<file path="src/rtl/mbam_pkg.sv">
// Shared types, constants and helpers for the mirrored bit-angle LED driver.
// Depends on nothing.
package mbam_pkg;

    localparam int CHANNELS       = 8;
    localparam int RESOLUTION     = 10;
    localparam int LEVEL_W        = 16;
    localparam int CHAN_FIELD_W   = 3;
    localparam int CFG_W          = 4;
    localparam int SLICE_OUT_W    = 4;
    localparam int CNT_W          = 18;
    localparam int CH_W           = (CHANNELS > 1) ? $clog2(CHANNELS) : 1;
    localparam int SLICE_W        = $clog2(RESOLUTION);
    localparam int EXP_W          = 5;
    localparam int MIN_LOG2_MAX   = 8;
    localparam int PERIOD_EXP_MAX = 17;
    localparam logic [CFG_W-1:0] MIN_LOG2_RESET = CFG_W'(2);

    typedef enum logic [1:0] {
        OP_TICK  = 2'd0,
        OP_WRITE = 2'd1,
        OP_FLIP  = 2'd2
    } t_op;

    typedef struct packed {
        logic                    wr_en;
        logic [CHAN_FIELD_W-1:0] channel;
        logic [LEVEL_W-1:0]      level;
        logic                    flip_en;
        logic                    flip_bank;
        logic                    rd_bank;
        logic [SLICE_W-1:0]      rd_slice;
    } t_frame_cmd;

    // display time of a slice, minus one, in ticks
    function automatic logic [CNT_W-1:0] period_m1(input logic [SLICE_W-1:0] slice,
                                                   input logic [CFG_W-1:0]   min_log2);
        logic [EXP_W-1:0] e;
        logic [CNT_W-1:0] one;
        e   = (min_log2 > CFG_W'(MIN_LOG2_MAX)) ? EXP_W'(MIN_LOG2_MAX) : EXP_W'(min_log2);
        e   = e + EXP_W'(slice);
        if (e > EXP_W'(PERIOD_EXP_MAX)) begin
            e = EXP_W'(PERIOD_EXP_MAX);
        end
        one = CNT_W'(1);
        return (one << e) - one;
    endfunction

    // slice that the pins show, given the next position and direction
    function automatic logic [SLICE_W-1:0] shown_slice(input logic [SLICE_W-1:0] pos,
                                                       input logic               up);
        logic [SLICE_W-1:0] s;
        if (up) begin
            s = (pos == '0) ? '0 : pos - SLICE_W'(1);
        end else begin
            s = (pos >= SLICE_W'(RESOLUTION - 1)) ? SLICE_W'(RESOLUTION - 1)
                                                  : pos + SLICE_W'(1);
        end
        return s;
    endfunction

endpackage

</file>
<file path="src/rtl/mirrored_bit_angle_led_driver.sv">
// Top level of the mirrored bit-angle modulation LED driver.
// Depends on mbam_pkg and mbam_frame.
//
// Input channel (i_in_valid / o_in_ready) carries one item: op 0 is a timer
// tick, op 1 writes the level of i_channel (top bits of i_level kept), op 2
// transposes all levels into the spare slice bank and queues it. Op 3 only
// reports the current state.
// Output channel (o_out_valid / i_out_ready) returns one result per item:
// latched pin pattern, slice on the pins, sweep direction, pending flip.
// i_cfg_we writes i_cfg_data as log2 of the ticks of the shortest slice;
// write it only while no item is in flight.
// An accepted item lands in the input register, and its result is
// registered in the output register once that register is free.
// One item per clock while the receiver keeps up, since the slice read
// and sweep update are a single register-to-register pass.
// A stalled receiver holds the result; one more item waits in the input
// register, after which o_in_ready drops until the result is taken.
// Reset clears all levels and both banks, selects bank 0, sweeps upward
// from slice 0, and primes the tick counter so the first tick switches.
module mirrored_bit_angle_led_driver import mbam_pkg::*; (
    input  logic                    i_clk,
    input  logic                    i_rst_n,
    input  logic                    i_cfg_we,
    input  logic [CFG_W-1:0]        i_cfg_data,
    input  logic                    i_in_valid,
    output logic                    o_in_ready,
    input  logic [1:0]              i_op,
    input  logic [CHAN_FIELD_W-1:0] i_channel,
    input  logic [LEVEL_W-1:0]      i_level,
    output logic                    o_out_valid,
    input  logic                    i_out_ready,
    output logic [CHANNELS-1:0]     o_led_pins,
    output logic [SLICE_OUT_W-1:0]  o_active_slice,
    output logic                    o_sweeping_up,
    output logic                    o_flip_pending
);

    logic                    r_in_valid;
    logic [1:0]              r_op;
    logic [CHAN_FIELD_W-1:0] r_channel;
    logic [LEVEL_W-1:0]      r_level;

    logic [CFG_W-1:0]        r_min_log2;
    logic [CNT_W-1:0]        r_cnt,      n_cnt;
    logic [CNT_W-1:0]        r_match_m1, n_match_m1;
    logic [SLICE_W-1:0]      r_pos,      n_pos;
    logic                    r_dir_up,   n_dir_up;
    logic                    r_in_use,   n_in_use;
    logic                    r_queued,   n_queued;
    logic [CHANNELS-1:0]     r_pins,     n_pins;

    logic                    r_out_valid;
    logic [CHANNELS-1:0]     r_out_pins;
    logic [SLICE_OUT_W-1:0]  r_out_slice;
    logic                    r_out_up;
    logic                    r_out_pending;

    logic                    fire;
    logic [SLICE_W-1:0]      shown;
    t_frame_cmd              frame_cmd;
    logic [CHANNELS-1:0]     rd_data;

    assign fire       = r_in_valid && (!r_out_valid || i_out_ready);
    assign o_in_ready = !r_in_valid || fire;
    assign shown      = (32'(r_pos) < 32'(RESOLUTION)) ? r_pos : '0;

    mbam_frame u_frame (
        .i_clk     (i_clk),
        .i_rst_n   (i_rst_n),
        .i_cmd     (frame_cmd),
        .o_rd_data (rd_data)
    );

    always_comb begin
        frame_cmd.wr_en     = 1'b0;
        frame_cmd.channel   = r_channel;
        frame_cmd.level     = r_level;
        frame_cmd.flip_en   = 1'b0;
        frame_cmd.flip_bank = ~r_in_use;
        frame_cmd.rd_bank   = r_in_use;
        frame_cmd.rd_slice  = shown;

        if (fire) begin
            case (t_op'(r_op))
                OP_WRITE: begin
                    frame_cmd.wr_en = 1'b1;
                end
                OP_FLIP: begin
                    frame_cmd.flip_en = 1'b1;
                end
                default: begin
                end
            endcase
        end
    end

    always_comb begin
        n_cnt      = r_cnt;
        n_match_m1 = r_match_m1;
        n_pos      = r_pos;
        n_dir_up   = r_dir_up;
        n_in_use   = r_in_use;
        n_queued   = r_queued;
        n_pins     = r_pins;

        if (fire) begin
            case (t_op'(r_op))
                OP_TICK: begin
                    if (r_cnt < r_match_m1) begin
                        n_cnt = r_cnt + CNT_W'(1);
                    end else begin
                        n_pins     = rd_data;
                        n_match_m1 = period_m1(shown, r_min_log2);
                        n_cnt      = '0;
                        if (r_dir_up) begin
                            if (shown == SLICE_W'(RESOLUTION - 1)) begin
                                n_in_use = r_queued;
                                n_pos    = SLICE_W'(RESOLUTION - 1);
                                n_dir_up = 1'b0;
                            end else begin
                                n_pos = shown + SLICE_W'(1);
                            end
                        end else begin
                            if (shown == '0) begin
                                n_in_use = r_queued;
                                n_pos    = '0;
                                n_dir_up = 1'b1;
                            end else begin
                                n_pos = shown - SLICE_W'(1);
                            end
                        end
                    end
                end
                OP_FLIP: begin
                    n_queued = ~r_in_use;
                end
                default: begin
                end
            endcase
        end
    end

    always_ff @(posedge i_clk) begin
        if (!i_rst_n) begin
            r_in_valid  <= 1'b0;
            r_out_valid <= 1'b0;
            r_min_log2  <= MIN_LOG2_RESET;
            r_cnt       <= '1;
            r_match_m1  <= period_m1('0, MIN_LOG2_RESET);
            r_pos       <= '0;
            r_dir_up    <= 1'b1;
            r_in_use    <= 1'b0;
            r_queued    <= 1'b0;
            r_pins      <= '0;
        end else begin
            if (i_cfg_we) begin
                r_min_log2 <= i_cfg_data;
            end
            if (o_in_ready) begin
                r_in_valid <= i_in_valid;
            end
            if (fire) begin
                r_out_valid <= 1'b1;
            end else if (i_out_ready) begin
                r_out_valid <= 1'b0;
            end
            r_cnt      <= n_cnt;
            r_match_m1 <= n_match_m1;
            r_pos      <= n_pos;
            r_dir_up   <= n_dir_up;
            r_in_use   <= n_in_use;
            r_queued   <= n_queued;
            r_pins     <= n_pins;
        end
    end

    always_ff @(posedge i_clk) begin
        if (o_in_ready && i_in_valid) begin
            r_op      <= i_op;
            r_channel <= i_channel;
            r_level   <= i_level;
        end
        if (fire) begin
            r_out_pins    <= n_pins;
            r_out_slice   <= SLICE_OUT_W'(shown_slice(n_pos, n_dir_up));
            r_out_up      <= n_dir_up;
            r_out_pending <= n_queued != n_in_use;
        end
    end

    assign o_out_valid    = r_out_valid;
    assign o_led_pins     = r_out_pins;
    assign o_active_slice = r_out_slice;
    assign o_sweeping_up  = r_out_up;
    assign o_flip_pending = r_out_pending;

endmodule

</file>
<file path="src/rtl/mbam_frame.sv">
// Channel level store and the two transposed slice banks.
// Depends on mbam_pkg.
module mbam_frame import mbam_pkg::*; (
    input  logic                i_clk,
    input  logic                i_rst_n,
    input  t_frame_cmd          i_cmd,
    output logic [CHANNELS-1:0] o_rd_data
);

    logic [RESOLUTION-1:0] r_levels [CHANNELS];
    logic [CHANNELS-1:0]   r_slices [2][RESOLUTION];
    logic [CHANNELS-1:0]   n_transposed [RESOLUTION];
    logic                  wr_hit;

    assign wr_hit = i_cmd.wr_en && (32'(i_cmd.channel) < 32'(CHANNELS));

    always_comb begin
        for (int b = 0; b < RESOLUTION; b++) begin
            for (int ch = 0; ch < CHANNELS; ch++) begin
                n_transposed[b][ch] = r_levels[ch][b];
            end
        end
    end

    always_ff @(posedge i_clk) begin
        if (!i_rst_n) begin
            for (int ch = 0; ch < CHANNELS; ch++) begin
                r_levels[ch] <= '0;
            end
            for (int k = 0; k < 2; k++) begin
                for (int b = 0; b < RESOLUTION; b++) begin
                    r_slices[k][b] <= '0;
                end
            end
        end else begin
            if (wr_hit) begin
                r_levels[i_cmd.channel[CH_W-1:0]] <=
                    i_cmd.level[LEVEL_W-1 -: RESOLUTION];
            end
            if (i_cmd.flip_en) begin
                for (int b = 0; b < RESOLUTION; b++) begin
                    r_slices[i_cmd.flip_bank][b] <= n_transposed[b];
                end
            end
        end
    end

    assign o_rd_data = r_slices[i_cmd.rd_bank][i_cmd.rd_slice];

endmodule

</file>
<file path="config.mk">
export PLATFORM = sky130hd
export DESIGN_NAME = mirrored_bit_angle_led_driver
export DESIGN_NICKNAME = d
export VERILOG_FILES = /design/src/rtl/mbam_pkg.sv /design/src/rtl/mirrored_bit_angle_led_driver.sv /design/src/rtl/mbam_frame.sv
export SDC_FILE = /design/constraint.sdc
export NUM_CORES = 1
export LEC_CHECK = 0
export ABC_AREA = 1
export BUFFER_PORTS_ARGS = -buffer_cell sky130_fd_sc_hd__buf_2
export CAP_MARGIN = 30
export CORE_UTILIZATION = 33
export DETAILED_ROUTE_END_ITERATION = 10
export RECOVER_POWER = 50
export SYNTH_ARGS = -nofsm -noshare
export SYNTH_HDL_FRONTEND = slang
export SYNTH_HIERARCHICAL = 1
export SYNTH_SLANG_ARGS = --single-unit
export TNS_END_PERCENT = 20
</file>
<file path="constraint.sdc">
create_clock -name i_clk -period 6.4 [get_ports i_clk]
set_input_delay 0.64 -clock i_clk [delete_from_list [all_inputs] [get_ports i_clk]]
set_output_delay 0.64 -clock i_clk [all_outputs]
set_load 0.05 [all_outputs]
</file>
==> impl_metrics.toml <==
[setup_path]
crit_path_cell_trace = "clkbuf_1 -> clkbuf_1 -> nand3_1 -> nand2_1 -> buf_16"
cp.arrival_ns = 5.12
start_kind = "input port"
end_kind = "flip-flop"
cp.required_ns = 6.59
cp_slowest_cell = "clkbuf_1"
crit_family = "buffers and inverters"
cp_num_buf_inv = 3
critical_path_class = "input port to flip-flop"
critPathMaxStageDelay_ns = 1.29
crit_top_cell = "clkbuf_1"
cp_max_fo = 51

[global_routing]
grt_max_degree = 85
grt_usage = 0.153
grt-ovfl-total = 0
grt_pass1_vias = 10900
antenna_found_initial = 0
busiest_layer = "met2"
grt_use_met2 = 0.268
use_met3 = 0.0209
grt_first_pass_wirelength_mm = 57.3
met1_usage = 0.191

[power]
internal-power_mw = 3.53
clockPowerShare = 0.404
powerDensity_mw_per_mm2 = 270
pwr-share-comb = 0.076
p_leak_nw = 7.49
swShare = 0.239
peakVddDrop_uv = 232
power_switching_mw = 1.11
seqPwrFrac = 0.520

[placement]
port_buffers = 39
dp.cells = 2287
hpwl_mm = 21.6
gp_congestion = 0.811

[layout]
final_common_cell = "nand2_1"
drive_gt1_frac = 0.0647
area_growth_syn_to_layout_pct = 11.0
num_antenna_cells = 0
nets = 1781
final_cell_mix = "360 x nand2_1, 298 x inv_1, 269 x edfxtp_1"
layout.cells.non_filler = 2347

[floorplan]
design.core.area_mm2 = 0.0458
die_area_mm2 = 0.0478
start_util = 0.338
fp.dieH_um = 219
pin_count = 46
die_w_um = 219
row_count = 78

[cts]
htree_levels = 2
clock_latency_ns = 0.53
cts_resized = 0
cts_buffers = 34
cts.clk_slew.worst_paths_ns = 0.06
cts_setup_buffers = 0
clock_path_buffers = 3
cts_hold_buf = 0
cts_tree = "yes"
cts.sinks = 326
cts_root_buffer = "clkbuf_16"

[routing]
dr.pass1.iters = 5
routed_via_density = 4.70
wl_per_cell_um = 15.1
postRouteAntennaNets = 0
first_iter_violations = 656
vias = 11000
drc_errors = 0
totalWireLength_mm = 35.5

[timing]
hold_viol = 0
finalClockSkew_ns = 0.0193
period_share = 0.771
fmax_mhz = 203
slew_violations = 174
slew_headroom = -0.390
worst_pin_slew_ns = 2.08
fin_crit_ns = 4.94
rsz0062_at_grt = "false"
tns_ns = 0
setup_viol = 0

[synthesis]
netlist_area_mm2 = 0.0155
ys_warn_count = 6
syn-num-nets = 1765
syn_avg_cell_area_um2 = 9.06
syn_inst = 1707

[status]
status = "finished with violations"
violations = "capacitance limit, slew limit"

[flow_run]
max-cap-violations = 3

[min_path]
hold_path_class = "input port to flip-flop"
[area by class of cell]
type	count	area, um2
Clock buffer	47	921
Clock inverter	13	106
Fill cell	4591	28600
Inverter	309	1170
Multi-Input combinational cell	998	4690
Sequential cell	326	9220
Tap cell	600	751
Timing Repair Buffer	54	313
[layer usage]
metal / up-vias / routed length (um)
li1: 5495 / -
met3: 67 / 1440
met2: 204 / 17300
met4: 0 / 993
met5: - / 0
met1: 5259 / 15700
[flip-flops by register name (all words and copies together) (netlist names)]
signal	flops
r_in_valid	1
o_led_pins	8
r_pins	8
u_frame/r_levels	80
r_cnt	18
r_level	10
r_min_log2	4
r_channel	3
o_out_valid	1
r_in_use	1
r_pos	4
u_frame/r_slices	160
r_match_m1	18
o_flip_pending	1
r_queued	1
o_active_slice	4
r_dir_up	1
r_op	2
o_sweeping_up	1
[stage by stage]
step                      setup slack, ns  utilization  cell area (um2)  total power, mW  hold WS (ns)
after floorplan                      2.10            -            15500             2.70         0.428
after global placement               2.68        0.353            16200             2.80         0.443
after detailed placement             2.73        0.354            16200             2.81         0.458
after CTS                            2.70        0.377            17200             4.69         0.255
after global routing                 1.24        0.375            17200             4.82         0.252
final                                1.46        0.375            17200             4.64         0.277
[final timing paths]
path,startpoint,to,slack [ns],cells past startpoint
worst max register to register,o_out_valid,u_frame/r_slices[0][6],2.25,8
worst max-delay path,i_rst_n,u_frame/r_slices[1][44],1.46,5
worst min register to register,r_match_m1[17],r_match_m1[17],0.46,2
worst min-delay path,i_level[11],r_level[11],0.28,1
[power by group through the flow]
| stage | clock, mW | sequential (mW) | combinational (mW) |
|---|---|---|---|
| 2_1_floorplan | 0 | 2.47 | 0.234 |
| 3_3_place_gp | 0 | 2.46 | 0.344 |
| 3_5_place_dp | 0 | 2.46 | 0.358 |
| 4_1_cts | 1.92 | 2.41 | 0.359 |
| 5_1_grt | 2.01 | 2.42 | 0.400 |
| 6_report | 1.87 | 2.41 | 0.353 |
Power figures use the tool's default switching activity.
